File: src/rtl/core/rv32ie_pkg.sv
package rv32ie_pkg;

  // Data path width and default register file depth.
  localparam int XLEN     = 32;
  localparam int NUM_REGS = 32;
  localparam int REG_AW   = 5;

  // Register index of the return address (ra).
  localparam logic [REG_AW-1:0] RA_IDX = 5'd1;

  // Operation codes of one input word.
  typedef enum logic [4:0] {
    ACT_ADD   = 5'd0,
    ACT_SUB   = 5'd1,
    ACT_SLL   = 5'd2,
    ACT_SLT   = 5'd3,
    ACT_SLTU  = 5'd4,
    ACT_XOR   = 5'd5,
    ACT_SRL   = 5'd6,
    ACT_SRA   = 5'd7,
    ACT_OR    = 5'd8,
    ACT_AND   = 5'd9,
    ACT_ADDI  = 5'd10,
    ACT_SLTI  = 5'd11,
    ACT_SLTIU = 5'd12,
    ACT_XORI  = 5'd13,
    ACT_ORI   = 5'd14,
    ACT_ANDI  = 5'd15,
    ACT_SLLI  = 5'd16,
    ACT_SRLI  = 5'd17,
    ACT_SRAI  = 5'd18,
    ACT_JALR  = 5'd19,
    ACT_BEQ   = 5'd20,
    ACT_BNE   = 5'd21,
    ACT_BLT   = 5'd22,
    ACT_BGE   = 5'd23,
    ACT_BLTU  = 5'd24,
    ACT_BGEU  = 5'd25,
    ACT_LUI   = 5'd26,
    ACT_AUIPC = 5'd27,
    ACT_JAL   = 5'd28
  } action_t;

  // Internal ALU functions.
  typedef enum logic [3:0] {
    ALU_ADD,
    ALU_SUB,
    ALU_SLL,
    ALU_SLT,
    ALU_SLTU,
    ALU_XOR,
    ALU_SRL,
    ALU_SRA,
    ALU_OR,
    ALU_AND
  } alu_op_t;

  // One decoded instruction word.
  typedef struct packed {
    logic [4:0]        action;
    logic [REG_AW-1:0] dest_reg;
    logic [REG_AW-1:0] src1_reg;
    logic [REG_AW-1:0] src2_reg;
    logic [20:0]       raw_imm;
  } in_word_t;

  // One result word.
  typedef struct packed {
    logic [XLEN-1:0]   next_pc;
    logic [REG_AW-1:0] wb_index;
    logic [XLEN-1:0]   wb_value;
    logic              wb_valid;
    logic              branch_taken;
    logic              halt;
  } out_word_t;

  // Outcome of the execute logic for one instruction.
  typedef struct packed {
    logic [XLEN-1:0] next_pc;
    logic [XLEN-1:0] value;
    logic            wr;
    logic            taken;
  } exec_t;

endpackage

File: src/rtl/core/rv32ie_regfile.sv
module rv32ie_regfile #(
  parameter int NUM_REGS = rv32ie_pkg::NUM_REGS
) (
  input  logic                          clk,
  input  logic                          rst_n,
  input  logic                          rd_en,
  input  logic [rv32ie_pkg::REG_AW-1:0] rd_addr1,
  input  logic [rv32ie_pkg::REG_AW-1:0] rd_addr2,
  output logic [rv32ie_pkg::XLEN-1:0]   rd_data1,
  output logic [rv32ie_pkg::XLEN-1:0]   rd_data2,
  input  logic                          wr_en,
  input  logic [rv32ie_pkg::REG_AW-1:0] wr_addr,
  input  logic [rv32ie_pkg::XLEN-1:0]   wr_data
);

  localparam int AW = $clog2(NUM_REGS);
  localparam logic [rv32ie_pkg::REG_AW:0] NREG = (rv32ie_pkg::REG_AW+1)'(NUM_REGS);

  logic [rv32ie_pkg::XLEN-1:0]   mem [NUM_REGS];
  logic [NUM_REGS-1:0]           vld_r;
  logic [rv32ie_pkg::XLEN-1:0]   q1_r, q2_r;
  logic                          ok1_r, ok2_r;
  logic [rv32ie_pkg::REG_AW-1:0] ra1_r, ra2_r;
  logic                          fwd_vld_r;
  logic [rv32ie_pkg::REG_AW-1:0] fwd_addr_r;
  logic [rv32ie_pkg::XLEN-1:0]   fwd_data_r;
  logic                          ok1_nxt, ok2_nxt;

  // An entry reads as zero for x0, beyond the depth, or before its first write.
  always_comb begin
    ok1_nxt = ({1'b0, rd_addr1} < NREG) && (rd_addr1 != '0) && vld_r[rd_addr1[AW-1:0]];
    ok2_nxt = ({1'b0, rd_addr2} < NREG) && (rd_addr2 != '0) && vld_r[rd_addr2[AW-1:0]];
  end

  // Storage array with registered read ports.
  always_ff @(posedge clk) begin
    if (wr_en) begin
      mem[wr_addr[AW-1:0]] <= wr_data;
    end
    if (rd_en) begin
      q1_r <= mem[rd_addr1[AW-1:0]];
      q2_r <= mem[rd_addr2[AW-1:0]];
    end
  end

  // Valid bits, read qualifiers and the last write kept for bypass.
  always_ff @(posedge clk) begin
    if (!rst_n) begin
      vld_r     <= '0;
      fwd_vld_r <= 1'b0;
      ok1_r     <= 1'b0;
      ok2_r     <= 1'b0;
    end else begin
      if (wr_en) begin
        vld_r[wr_addr[AW-1:0]] <= 1'b1;
        fwd_vld_r              <= 1'b1;
      end
      if (rd_en) begin
        ok1_r <= ok1_nxt;
        ok2_r <= ok2_nxt;
      end
    end
  end

  always_ff @(posedge clk) begin
    if (wr_en) begin
      fwd_addr_r <= wr_addr;
      fwd_data_r <= wr_data;
    end
    if (rd_en) begin
      ra1_r <= rd_addr1;
      ra2_r <= rd_addr2;
    end
  end

  // A write landing on the same edge as the read is bypassed around the array.
  always_comb begin
    if (fwd_vld_r && (fwd_addr_r == ra1_r)) begin
      rd_data1 = fwd_data_r;
    end else begin
      rd_data1 = ok1_r ? q1_r : '0;
    end
    if (fwd_vld_r && (fwd_addr_r == ra2_r)) begin
      rd_data2 = fwd_data_r;
    end else begin
      rd_data2 = ok2_r ? q2_r : '0;
    end
  end

endmodule

File: src/rtl/core/rv32ie_alu.sv
module rv32ie_alu (
  input  logic [4:0]                  action,
  input  logic [20:0]                 raw_imm,
  input  logic [rv32ie_pkg::XLEN-1:0] op_a,
  input  logic [rv32ie_pkg::XLEN-1:0] op_b,
  input  logic [rv32ie_pkg::XLEN-1:0] pc,
  output rv32ie_pkg::exec_t           res
);

  rv32ie_pkg::action_t         act;
  rv32ie_pkg::alu_op_t         op;
  logic                        use_imm;
  logic [rv32ie_pkg::XLEN-1:0] imm_i, imm_b, imm_u, imm_j;
  logic [rv32ie_pkg::XLEN-1:0] rhs, alu_res, pc_plus4, pc_off, pc_rel, jalr_sum;
  logic [4:0]                  shamt;
  logic                        eq, lt, ltu, cond;

  assign act = rv32ie_pkg::action_t'(action);

  // Immediate formats.
  always_comb begin
    imm_i = {{20{raw_imm[11]}}, raw_imm[11:0]};
    imm_b = {{19{raw_imm[12]}}, raw_imm[12:0]};
    imm_u = {raw_imm[19:0], 12'b0};
    imm_j = {{11{raw_imm[20]}}, raw_imm[20:0]};
  end

  // ALU function decode.
  always_comb begin
    use_imm = 1'b0;
    unique case (act) inside
      rv32ie_pkg::ACT_ADDI, rv32ie_pkg::ACT_SLTI, rv32ie_pkg::ACT_SLTIU,
      rv32ie_pkg::ACT_XORI, rv32ie_pkg::ACT_ORI, rv32ie_pkg::ACT_ANDI,
      rv32ie_pkg::ACT_SLLI, rv32ie_pkg::ACT_SRLI, rv32ie_pkg::ACT_SRAI: use_imm = 1'b1;
      default: use_imm = 1'b0;
    endcase
  end

  always_comb begin
    unique case (act) inside
      rv32ie_pkg::ACT_SUB:                          op = rv32ie_pkg::ALU_SUB;
      rv32ie_pkg::ACT_SLL, rv32ie_pkg::ACT_SLLI:    op = rv32ie_pkg::ALU_SLL;
      rv32ie_pkg::ACT_SLT, rv32ie_pkg::ACT_SLTI:    op = rv32ie_pkg::ALU_SLT;
      rv32ie_pkg::ACT_SLTU, rv32ie_pkg::ACT_SLTIU:  op = rv32ie_pkg::ALU_SLTU;
      rv32ie_pkg::ACT_XOR, rv32ie_pkg::ACT_XORI:    op = rv32ie_pkg::ALU_XOR;
      rv32ie_pkg::ACT_SRL, rv32ie_pkg::ACT_SRLI:    op = rv32ie_pkg::ALU_SRL;
      rv32ie_pkg::ACT_SRA, rv32ie_pkg::ACT_SRAI:    op = rv32ie_pkg::ALU_SRA;
      rv32ie_pkg::ACT_OR, rv32ie_pkg::ACT_ORI:      op = rv32ie_pkg::ALU_OR;
      rv32ie_pkg::ACT_AND, rv32ie_pkg::ACT_ANDI:    op = rv32ie_pkg::ALU_AND;
      default:                                      op = rv32ie_pkg::ALU_ADD;
    endcase
  end

  // Integer ALU.
  always_comb begin
    rhs   = use_imm ? imm_i : op_b;
    shamt = rhs[4:0];
    unique case (op)
      rv32ie_pkg::ALU_SUB:  alu_res = op_a - rhs;
      rv32ie_pkg::ALU_SLL:  alu_res = op_a << shamt;
      rv32ie_pkg::ALU_SLT:  alu_res = {31'b0, $signed(op_a) < $signed(rhs)};
      rv32ie_pkg::ALU_SLTU: alu_res = {31'b0, op_a < rhs};
      rv32ie_pkg::ALU_XOR:  alu_res = op_a ^ rhs;
      rv32ie_pkg::ALU_SRL:  alu_res = op_a >> shamt;
      rv32ie_pkg::ALU_SRA:  alu_res = $unsigned($signed(op_a) >>> shamt);
      rv32ie_pkg::ALU_OR:   alu_res = op_a | rhs;
      rv32ie_pkg::ALU_AND:  alu_res = op_a & rhs;
      default:              alu_res = op_a + rhs;
    endcase
  end

  // Branch compare and program counter arithmetic.
  always_comb begin
    eq  = (op_a == op_b);
    lt  = ($signed(op_a) < $signed(op_b));
    ltu = (op_a < op_b);
    unique case (act)
      rv32ie_pkg::ACT_BEQ:  cond = eq;
      rv32ie_pkg::ACT_BNE:  cond = !eq;
      rv32ie_pkg::ACT_BLT:  cond = lt;
      rv32ie_pkg::ACT_BGE:  cond = !lt;
      rv32ie_pkg::ACT_BLTU: cond = ltu;
      rv32ie_pkg::ACT_BGEU: cond = !ltu;
      default:              cond = 1'b0;
    endcase
    pc_plus4 = pc + 32'd4;
    if (act == rv32ie_pkg::ACT_JAL) begin
      pc_off = imm_j;
    end else if (act == rv32ie_pkg::ACT_AUIPC) begin
      pc_off = imm_u;
    end else begin
      pc_off = imm_b;
    end
    pc_rel   = pc + pc_off;
    jalr_sum = op_a + imm_i;
  end

  // Result selection by instruction class.
  always_comb begin
    res.next_pc = pc_plus4;
    res.value   = '0;
    res.wr      = 1'b0;
    res.taken   = 1'b0;
    unique case (act) inside
      [rv32ie_pkg::ACT_ADD:rv32ie_pkg::ACT_SRAI]: begin
        res.value = alu_res;
        res.wr    = 1'b1;
      end
      rv32ie_pkg::ACT_JALR: begin
        res.next_pc = {jalr_sum[31:1], 1'b0};
        res.value   = pc_plus4;
        res.wr      = 1'b1;
        res.taken   = 1'b1;
      end
      [rv32ie_pkg::ACT_BEQ:rv32ie_pkg::ACT_BGEU]: begin
        if (cond) begin
          res.next_pc = pc_rel;
          res.taken   = 1'b1;
        end
      end
      rv32ie_pkg::ACT_LUI: begin
        res.value = imm_u;
        res.wr    = 1'b1;
      end
      rv32ie_pkg::ACT_AUIPC: begin
        res.value = pc_rel;
        res.wr    = 1'b1;
      end
      rv32ie_pkg::ACT_JAL: begin
        res.next_pc = pc_rel;
        res.value   = pc_plus4;
        res.wr      = 1'b1;
        res.taken   = 1'b1;
      end
      default: begin
        res.wr = 1'b0;
      end
    endcase
  end

endmodule

File: src/rtl/core/rv32i_integer_execute_unit.sv
// Channel  | Ports                             | Direction | Word
// ---------+-----------------------------------+-----------+-----------------------
// input    | in_valid, in_stall, in_data       | in        | rv32ie_pkg::in_word_t
// result   | out_valid, out_stall, out_data    | out       | rv32ie_pkg::out_word_t
// config   | cfg_valid, cfg_ready, cfg_data    | in        | start_pc, 32 bits
//
// The result word is registered after its instruction is accepted: the accepting edge captures
// the word and its register file reads, and the ALU outcome is loaded when the word executes.
// One instruction is accepted per cycle unless the output stalls; a write-back is bypassed to the next word.
// Synchronous active-low reset clears the register file valid bits and sets PC to 0.
// A stalled output register holds its word; the input stalls while a full execute stage cannot drain.
// A start_pc write loads the program counter and is taken only while the unit is empty.
module rv32i_integer_execute_unit #(
  parameter int NUM_REGS = rv32ie_pkg::NUM_REGS
) (
  input  logic                        clk,
  input  logic                        rst_n,
  input  logic                        in_valid,
  output logic                        in_stall,
  input  rv32ie_pkg::in_word_t        in_data,
  output logic                        out_valid,
  input  logic                        out_stall,
  output rv32ie_pkg::out_word_t       out_data,
  input  logic                        cfg_valid,
  output logic                        cfg_ready,
  input  logic [rv32ie_pkg::XLEN-1:0] cfg_data
);

  localparam logic [rv32ie_pkg::REG_AW:0] NREG = (rv32ie_pkg::REG_AW+1)'(NUM_REGS);

  logic                        s1_vld_r;
  rv32ie_pkg::in_word_t        s1_word_r;
  logic [rv32ie_pkg::XLEN-1:0] pc_r;
  logic [rv32ie_pkg::XLEN-1:0] ra_r, ra_nxt;
  logic                        out_vld_r;
  rv32ie_pkg::out_word_t       out_word_r, out_word_nxt;
  logic                        in_fire, ex_fire, wb_en;
  logic [rv32ie_pkg::XLEN-1:0] op_a, op_b;
  rv32ie_pkg::exec_t           ex;

  // Handshake: the execute stage moves when the output register is free or drains.
  always_comb begin
    ex_fire   = s1_vld_r && (!out_vld_r || !out_stall);
    in_stall  = s1_vld_r && !ex_fire;
    in_fire   = in_valid && !in_stall;
    cfg_ready = !s1_vld_r && !out_vld_r;
  end

  // Register file, read when a word is accepted and written when it executes.
  rv32ie_regfile #(
    .NUM_REGS(NUM_REGS)
  ) u_regfile (
    .clk      (clk),
    .rst_n    (rst_n),
    .rd_en    (in_fire),
    .rd_addr1 (in_data.src1_reg),
    .rd_addr2 (in_data.src2_reg),
    .rd_data1 (op_a),
    .rd_data2 (op_b),
    .wr_en    (wb_en),
    .wr_addr  (s1_word_r.dest_reg),
    .wr_data  (ex.value)
  );

  rv32ie_alu u_alu (
    .action  (s1_word_r.action),
    .raw_imm (s1_word_r.raw_imm),
    .op_a    (op_a),
    .op_b    (op_b),
    .pc      (pc_r),
    .res     (ex)
  );

  // Write-back qualification, ra shadow and the result word.
  always_comb begin
    wb_en = ex_fire && ex.wr && (s1_word_r.dest_reg != '0) &&
            ({1'b0, s1_word_r.dest_reg} < NREG);
    ra_nxt = (wb_en && (s1_word_r.dest_reg == rv32ie_pkg::RA_IDX)) ? ex.value : ra_r;
    out_word_nxt.next_pc      = ex.next_pc;
    out_word_nxt.wb_index     = wb_en ? s1_word_r.dest_reg : '0;
    out_word_nxt.wb_value     = wb_en ? ex.value : '0;
    out_word_nxt.wb_valid     = wb_en;
    out_word_nxt.branch_taken = ex.taken;
    out_word_nxt.halt         = (s1_word_r.action == rv32ie_pkg::ACT_JALR) && (ra_nxt == '0);
  end

  // Control state.
  always_ff @(posedge clk) begin
    if (!rst_n) begin
      s1_vld_r  <= 1'b0;
      out_vld_r <= 1'b0;
      pc_r      <= '0;
      ra_r      <= '0;
    end else begin
      if (in_fire) begin
        s1_vld_r <= 1'b1;
      end else if (ex_fire) begin
        s1_vld_r <= 1'b0;
      end
      if (ex_fire) begin
        out_vld_r <= 1'b1;
        pc_r      <= ex.next_pc;
        ra_r      <= ra_nxt;
      end else if (!out_stall) begin
        out_vld_r <= 1'b0;
      end
      if (cfg_valid && cfg_ready) begin
        pc_r <= cfg_data;
      end
    end
  end

  // Payload registers.
  always_ff @(posedge clk) begin
    if (in_fire) begin
      s1_word_r <= in_data;
    end
    if (ex_fire) begin
      out_word_r <= out_word_nxt;
    end
  end

  assign out_valid = out_vld_r;
  assign out_data  = out_word_r;

  // A reported write-back never targets x0.
  a_wb_nonzero: assert property (@(posedge clk) disable iff (!rst_n)
    (out_vld_r && out_word_r.wb_valid) |-> (out_word_r.wb_index != '0))
    else $error("write-back reported for x0");

  // Without a write-back the index and value read as zero.
  a_wb_clean: assert property (@(posedge clk) disable iff (!rst_n)
    (out_vld_r && !out_word_r.wb_valid) |->
      ((out_word_r.wb_index == '0) && (out_word_r.wb_value == '0)))
    else $error("stale write-back fields");

  // Halt only comes from a jump, which always redirects control flow.
  a_halt_taken: assert property (@(posedge clk) disable iff (!rst_n)
    (out_vld_r && out_word_r.halt) |-> out_word_r.branch_taken)
    else $error("halt without redirect");

  // An executed word always lands in the output register.
  a_exec_lands: assert property (@(posedge clk) disable iff (!rst_n)
    ex_fire |=> out_vld_r)
    else $error("executed word lost");

endmodule
File: config.mk
export PLATFORM = sky130hd
export DESIGN_NAME = rv32i_integer_execute_unit
export DESIGN_NICKNAME = d
export VERILOG_FILES = /design/src/rtl/core/rv32ie_pkg.sv /design/src/rtl/core/rv32ie_regfile.sv /design/src/rtl/core/rv32ie_alu.sv /design/src/rtl/core/rv32i_integer_execute_unit.sv
export SDC_FILE = /design/constraint.sdc
export NUM_CORES = 2
export LEC_CHECK = 0
export BUFFER_PORTS_ARGS = -buffer_cell sky130_fd_sc_hd__buf_2
export CAP_MARGIN = 20
export CORE_MARGIN = 8
export CORE_UTILIZATION = 40
export CTS_CLUSTER_DIAMETER = 60
export DETAILED_ROUTE_END_ITERATION = 10
export SYNTH_ARGS = -nofsm -noshare
export SYNTH_HDL_FRONTEND = slang
export SYNTH_SLANG_ARGS = --single-unit
File: constraint.sdc
create_clock -name clk -period 10.1 [get_ports clk]
set_input_delay 0 -clock clk [delete_from_list [all_inputs] [get_ports clk]]
set_output_delay 0 -clock clk [all_outputs]
set_load 0.005 [all_outputs]
# Word-level counts from Yosys, hierarchy flattened
# Memories as Yosys holds them, arrays and structs flattened. A register that Yosys moved wholly into a read port is not among the register bits.
# Cells that the tools add are included.
[totals]
register_bits = 251
latchBits = 0
ramBits = 1024
rom_bits = 0
elab_cells = 162
memories = 1
[classes]
n_addsub = 5
n_mul = 0
div_mod_pow = 0
n_lt_le_gt_ge = 12
eq_ne = 42
shifts = 3
n_mux = 32
bitwise = 4
reduce_logical = 42
[mem_list]
columns = ["memory", "depth", "width", "rd", "rd_ports_with_merged_regs", "wr", "line", "rtl"]
rows = [
  ["u_regfile.mem", 32, 32, 2, 2, 1, "rv32ie_regfile.sv:19", "logic [rv32ie_pkg::XLEN-1:0] mem [NUM_REGS];"],
]
[ops]
columns = ["cell", "n"]
rows = [
  ["two-way mux 32 bit", 11],
  ["case mux 32 bit (9 select lines)", 1],
  ["less-than comparator 32 bit", 4],
  ["case mux 32 bit (4 select lines)", 1],
  ["adder 32 bit", 3],
  ["case mux 32 bit (3 select lines)", 1],
  ["== test 5 bit, second input constant", 13],
  ["bitwise OR 32 bit", 2],
  ["== test 5 x 4 -> 1 bit, second input constant", 8],
  ["case mux 4 bit (9 select lines)", 1],
  ["adder 32 x 3 -> 32 bit, second input constant", 1],
  ["bitwise AND 32 bit", 1],
  ["== test 32 bit", 1],
  ["logical NOT 32 bit", 1],
  ["left shift 32 x 5 -> 32 bit", 1],
  [">> shifter 32 x 5 -> 32 bit", 1],
  [">>> shifter 32 x 5 -> 32 bit", 1],
  ["subtractor 32 bit", 1],
  ["bitwise XOR 32 bit", 1],
  ["== test 5 x 3 -> 1 bit, second input constant", 4],
  ["less-than comparator 5 x 6 -> 1 bit, second input constant", 3],
  ["OR reduction 2 bit", 9],
  ["== test 4 x 3 -> 1 bit, second input constant", 4],
  ["logical AND 1 bit", 16],
  ["other kinds (21)", 50],
]

# Longest topological paths before layout
[depth]
depth_word = 10
depth_mapped = 26
ltp_nobuf = 23

# Hierarchy
# A second synthesis with hierarchy kept.
[hier_totals]
cells_unflattened = 5294
area_unflattened_um2 = 73909.6
[modules_own_cells]
columns = ["mod", "instances", "cells_per_inst", "area_each_um2"]
rows = [
  ["rv32ie_regfile", 1, 2498, 52958.3],
  ["rv32ie_alu", 1, 2329, 14891.8],
  ["rv32i_integer_execute_unit", 1, 467, 6059.6],
]

# Worst setup path before layout
# Ideal clock, no wire load.
[synth_path]
path_kind = "reg2reg"
start = "register s1_word_r[38] (netlist name)"
end = "register out_word_r, in the netlist out_data[0] (data pin)"
setup_ns = 0.262
arrival_ns = 6.582
slack_ns = 3.256
path_stages_with_launch = 22
path_buffers = 5
path_cell_list = "edfxtp_1 -> or2_1 -> a22o_1 -> buf_4 -> a32oi_1 -> and2_1 -> clkbuf_1 -> clkbuf_1 -> buf_1 -> ha_1 -> clkbuf_1 -> nor3_1 -> a32o_1 -> a211oi_2 -> o211a_1 -> o41ai_4 -> mux2i_1 -> a21oi_1 -> o31ai_1 -> nor4_1 -> o22ai_1 -> nor4b_2"
[synth_lines]
columns = ["item", "line", "rtl"]
rows = [
  ["start: declaration", "rv32i_integer_execute_unit.sv:32", "rv32ie_pkg::in_word_t s1_word_r;"],
  ["start signal: assignment", "rv32i_integer_execute_unit.sv:116", "s1_word_r <= in_data;"],
  ["end signal: assignment", "rv32i_integer_execute_unit.sv:119", "out_word_r <= out_word_nxt;"],
  ["end: declaration", "rv32i_integer_execute_unit.sv:36", "rv32ie_pkg::out_word_t out_word_r, out_word_nxt;"],
]

==> flow_summary_export.csv <==
group,metric,value,unit
synth,syn_inst,5351,
global_routing,grt_pass1_wl,417,mm
sta,rsz0062_at_grt,"false",
synth,avgSynthCellArea,14.0,sq um
pwr,totalPowerFinal,14000,uW
cells_and_area,final_core_util,45.9,%
detailed_routing,post_drt_wl_per_cell,36.1,microns
critical_path,end_kind,"flop",
global_routing,gr-total-overflow,0,
critical_path,cp_slowest_stage_delay,810,ps
sta,setup_ws,1640,ps
detailed_routing,wl,298,mm
cells_and_area,final_common_cell,"edfxtp_1",
placed_design,port_buffers,152,
cells_and_area,area_growth,14.4,%
critical_path,worstPathMaxFanout,34,
cells_and_area,final_layout_size_suffix_gt1_share,24.3,%
clock_network,ctsHtreeMaxLevel,4,
worst_hold_path,hold_path_depth,5,
clock_network,clock_path_buffers,3,
global_routing,antenna_found_initial,16,
synth,ys_types,103,
cells_and_area,final_cell_mix,"edfxtp_1 (1,238), mux4_2 (663), nor2_1 (377)",
clock_network,clockRootBuffer,"clkbuf_16",
pwr,peakVddDrop,0.000201,V
synth,async_flop_share,0,%
sta,maxSlewViolCount,0,
cells_and_area,nFillCells,16464,
critical_path,criticalPathCategory,"flop to flop",
sta,hold_violations,0,
critical_path,crit_path_cell_trace,"xnor2_1, and4_1, nand2_1, and3_1, a21oi_1, a21oi_1, ha_1, inv_1, nor3_1, nand2_1, o21ai_0, a311oi_1, o41a_1, o31a_1, o21ai_1, xnor2_1, a221oi_1, a211oi_1, inv_1, nor4_1, o22ai_1, nor4b_2",
synth,synth_edf_count,1238,
floorplanning,io_pins,153,
detailed_routing,num_vias,54285,
detailed_routing,drt-pass1-iter-count,7,
clock_network,post_cts_buffers,0,
clock_network,clk_pin_slew_worst_paths,60,ps
detailed_routing,drt-vias-per-instance,6.57,
pwr,switching_share,28.2,%
sta,slew_headroom,12.1,%
synth,synthFlopType,"edfxtp_1",
global_routing,grt_max_degree,93,
synth,netlist_area,0.0750,sq mm
floorplanning,rows,159,
placed_design,hpwl,199,mm
critical_path,cp.required,10720,ps
clock_network,clk_latency,840,ps
sta,clock_skew,51.8,ps
synth,synth_area_leaders,"edfxtp_1 (50%), mux4_2 (20%), ha_1 (3.1%)",
worst_hold_path,worstHoldPathType,"primary input to flop",
placed_design,place_congestion,1.06,
sta,worst_slew_pin_slew,1310,ps
synth,synth_adder_area_share,3.26,%
synth,synth_top_area_share,49.6,%
sta,clock.fmax,0.118,GHz
placed_design,dp_slack,1950,ps
sta,finalSetupViolCount,0,
detailed_routing,antenna_left,0,
cells_and_area,fin_nets,5914,
pwr,power_density,163,mW/mm^2
clock_network,cts_tree,"done",
global_routing,grt_usage,28.6,%
pwr,power.leakage,0.0292,uW
pwr,p_int,10000,uW
clock_network,numCtsBuffers,148,
pwr,combPwrFrac,16.3,%
critical_path,crit_path_top_delay_cell,"nand2_1",
pwr,power_switching,3930,uW
pwr,pwr-share-clk,37.9,%
synth,synth_largest_area_cell,"edfxtp_1",
critical_path,r2r_cells,22,
synth,ys_warn_count,0,
critical_path,cp-start-kind,"flop",
synth,synth-seq-cells,1338,
synth,synth_xor_area_share,1.47,%
floorplanning,dieArea,0.202,sq mm
run_status,status,"finished, final reports clean",
synth,ys_seq_area_share,52.3,%
run,cap_violations,0,
pwr,power.share.sequential,45.8,%
floorplanning,die_h,449,microns
global_routing,grt_pass1_vias,53381,
floorplanning,core,0.187,sq mm
synth,yosys.area_share.simple,6.96,%
detailed_routing,route.detailed.drc,0,
sta,post-route-period-util,83.7,%
sta,period_needed,8460,ps
synth,synth_top_family_by_area,"multiplexers",
sta,tns,0,ps
floorplanning,die_w,449,microns
floorplanning,initial_utilization,40.1,%
synth,muxShareOfSynthArea,22.5,%
clock_network,cts_sinks,1338,
detailed_routing,drt_iter0_drc,7354,
synth,synth_compound_area_share,10.8,%
critical_path,cp_data_arrival_time,9080,ps
## layout make-up
| type | count | area [sq um] | area share, % |
|---|---|---|---|
| flip-flops and latches | 1338 | 39200 | 45.7 |
| inverters | 147 | 572 | 0.667 |
| clock inverters | 87 | 902 | 1.05 |
| clock buffers | 182 | 3890 | 4.54 |
| well taps | 2495 | 3120 | 3.64 |
| repair buffers | 493 | 3930 | 4.58 |
| diodes | 6 | 15.0 | 0.0175 |
| multi-input cells | 3516 | 34200 | 39.8 |
## state kept, by name, summed over array words and instances, names as in the netlist, 5 cells and up
| register | count |
|---|---|
| u_regfile.ra2_r | 5 |
| u_regfile.vld_r | 31 |
| u_regfile.q2_r | 32 |
| u_regfile.fwd_addr_r | 5 |
| u_regfile.q1_r | 32 |
| u_regfile.mem | 1024 |
| ra_r | 32 |
| u_regfile.fwd_data_r | 32 |
| pc_r | 32 |
| u_regfile.ra1_r | 5 |
| s1_word_r | 31 |
| out_data | 72 |
## metal layers
layer | share of wire [%] | GRT usage, % | routed length (microns)
met1 | 39 | 38.0 | 117000
met2 | 46 | 45.2 | 138000
met3 | 8.6 | 5.27 | 25600
met4 | 6.0 | 14.3 | 18000
met5 | 0.0067 | 0 | 20
## path summary, 6_finish.rpt
kind	endpoint	slack (ps)	start
setup / recovery	out_data[0]	1640	u_regfile.fwd_addr_r[4]
hold / removal	pc_r[21]	70	cfg_valid
setup reg to reg	out_data[0]	1640	u_regfile.fwd_addr_r[4]
hold reg to reg	ra_r[10]	460	ra_r[10]
## synth_stat cells, types with 61 or more instances
library cell / n
mux4_2: 663
xnor2_1: 84
nand2_1: 287
clkbuf_1: 253
ha_1: 188
mux2_2: 80
nand3_1: 69
inv_1: 134
o21ai_0: 168
nor3_1: 66
dfxtp_1: 100
edfxtp_1: 1238
a21oi_1: 369
mux2i_1: 97
a22oi_1: 64
nor2_1: 414
and2_1: 61
a21o_1: 80
buf_1: 81
## per-stage QoR
stage	area (sq um)	hold WS, ps	cells
finish	85800	73.4	8264
global route	85800	75.0	8258
CTS	85600	0.317	8250
detailed placement	79200	178	7822
global placement	79200	176	7820
floorplan	75100	98.9	5382
## critical path, delay by kind of cell (launching register included)
family          cells  cell delay [ps]
simple gates        7             3280
compound gates     10             2920
buf+inv             2              740
fa+ha+maj           1              480
flops               1              430
xor+xnor            2              400
## power groups by stage
stage	clock, uW	combinational, uW	sequential, uW
after global routing	5580	2370	6400
after global placement	0	2140	6510
final	5300	2270	6390
after detailed placement	0	2130	6510
after floorplan	0	1330	6460
after CTS	5400	2200	6390
## timing repair
action,4_1_cts,5_1_grt
hold buffers,159,0
hold endpoints to repair,87,0
gates resized for setup,0,0
## cells by family (layout without fill, tap and decap cells)
kind of cell / Yosys count / after routing
flops: 1338 / 1338
compound gates: 1199 / 1199
simple gates: 1124 / 1124
mux: 842 / 842
buf+inv: 528 / 909
fa+ha+maj: 193 / 193
xor+xnor: 126 / 126
other cells: 1 / 38
Power figures use the tool's default switching activity.
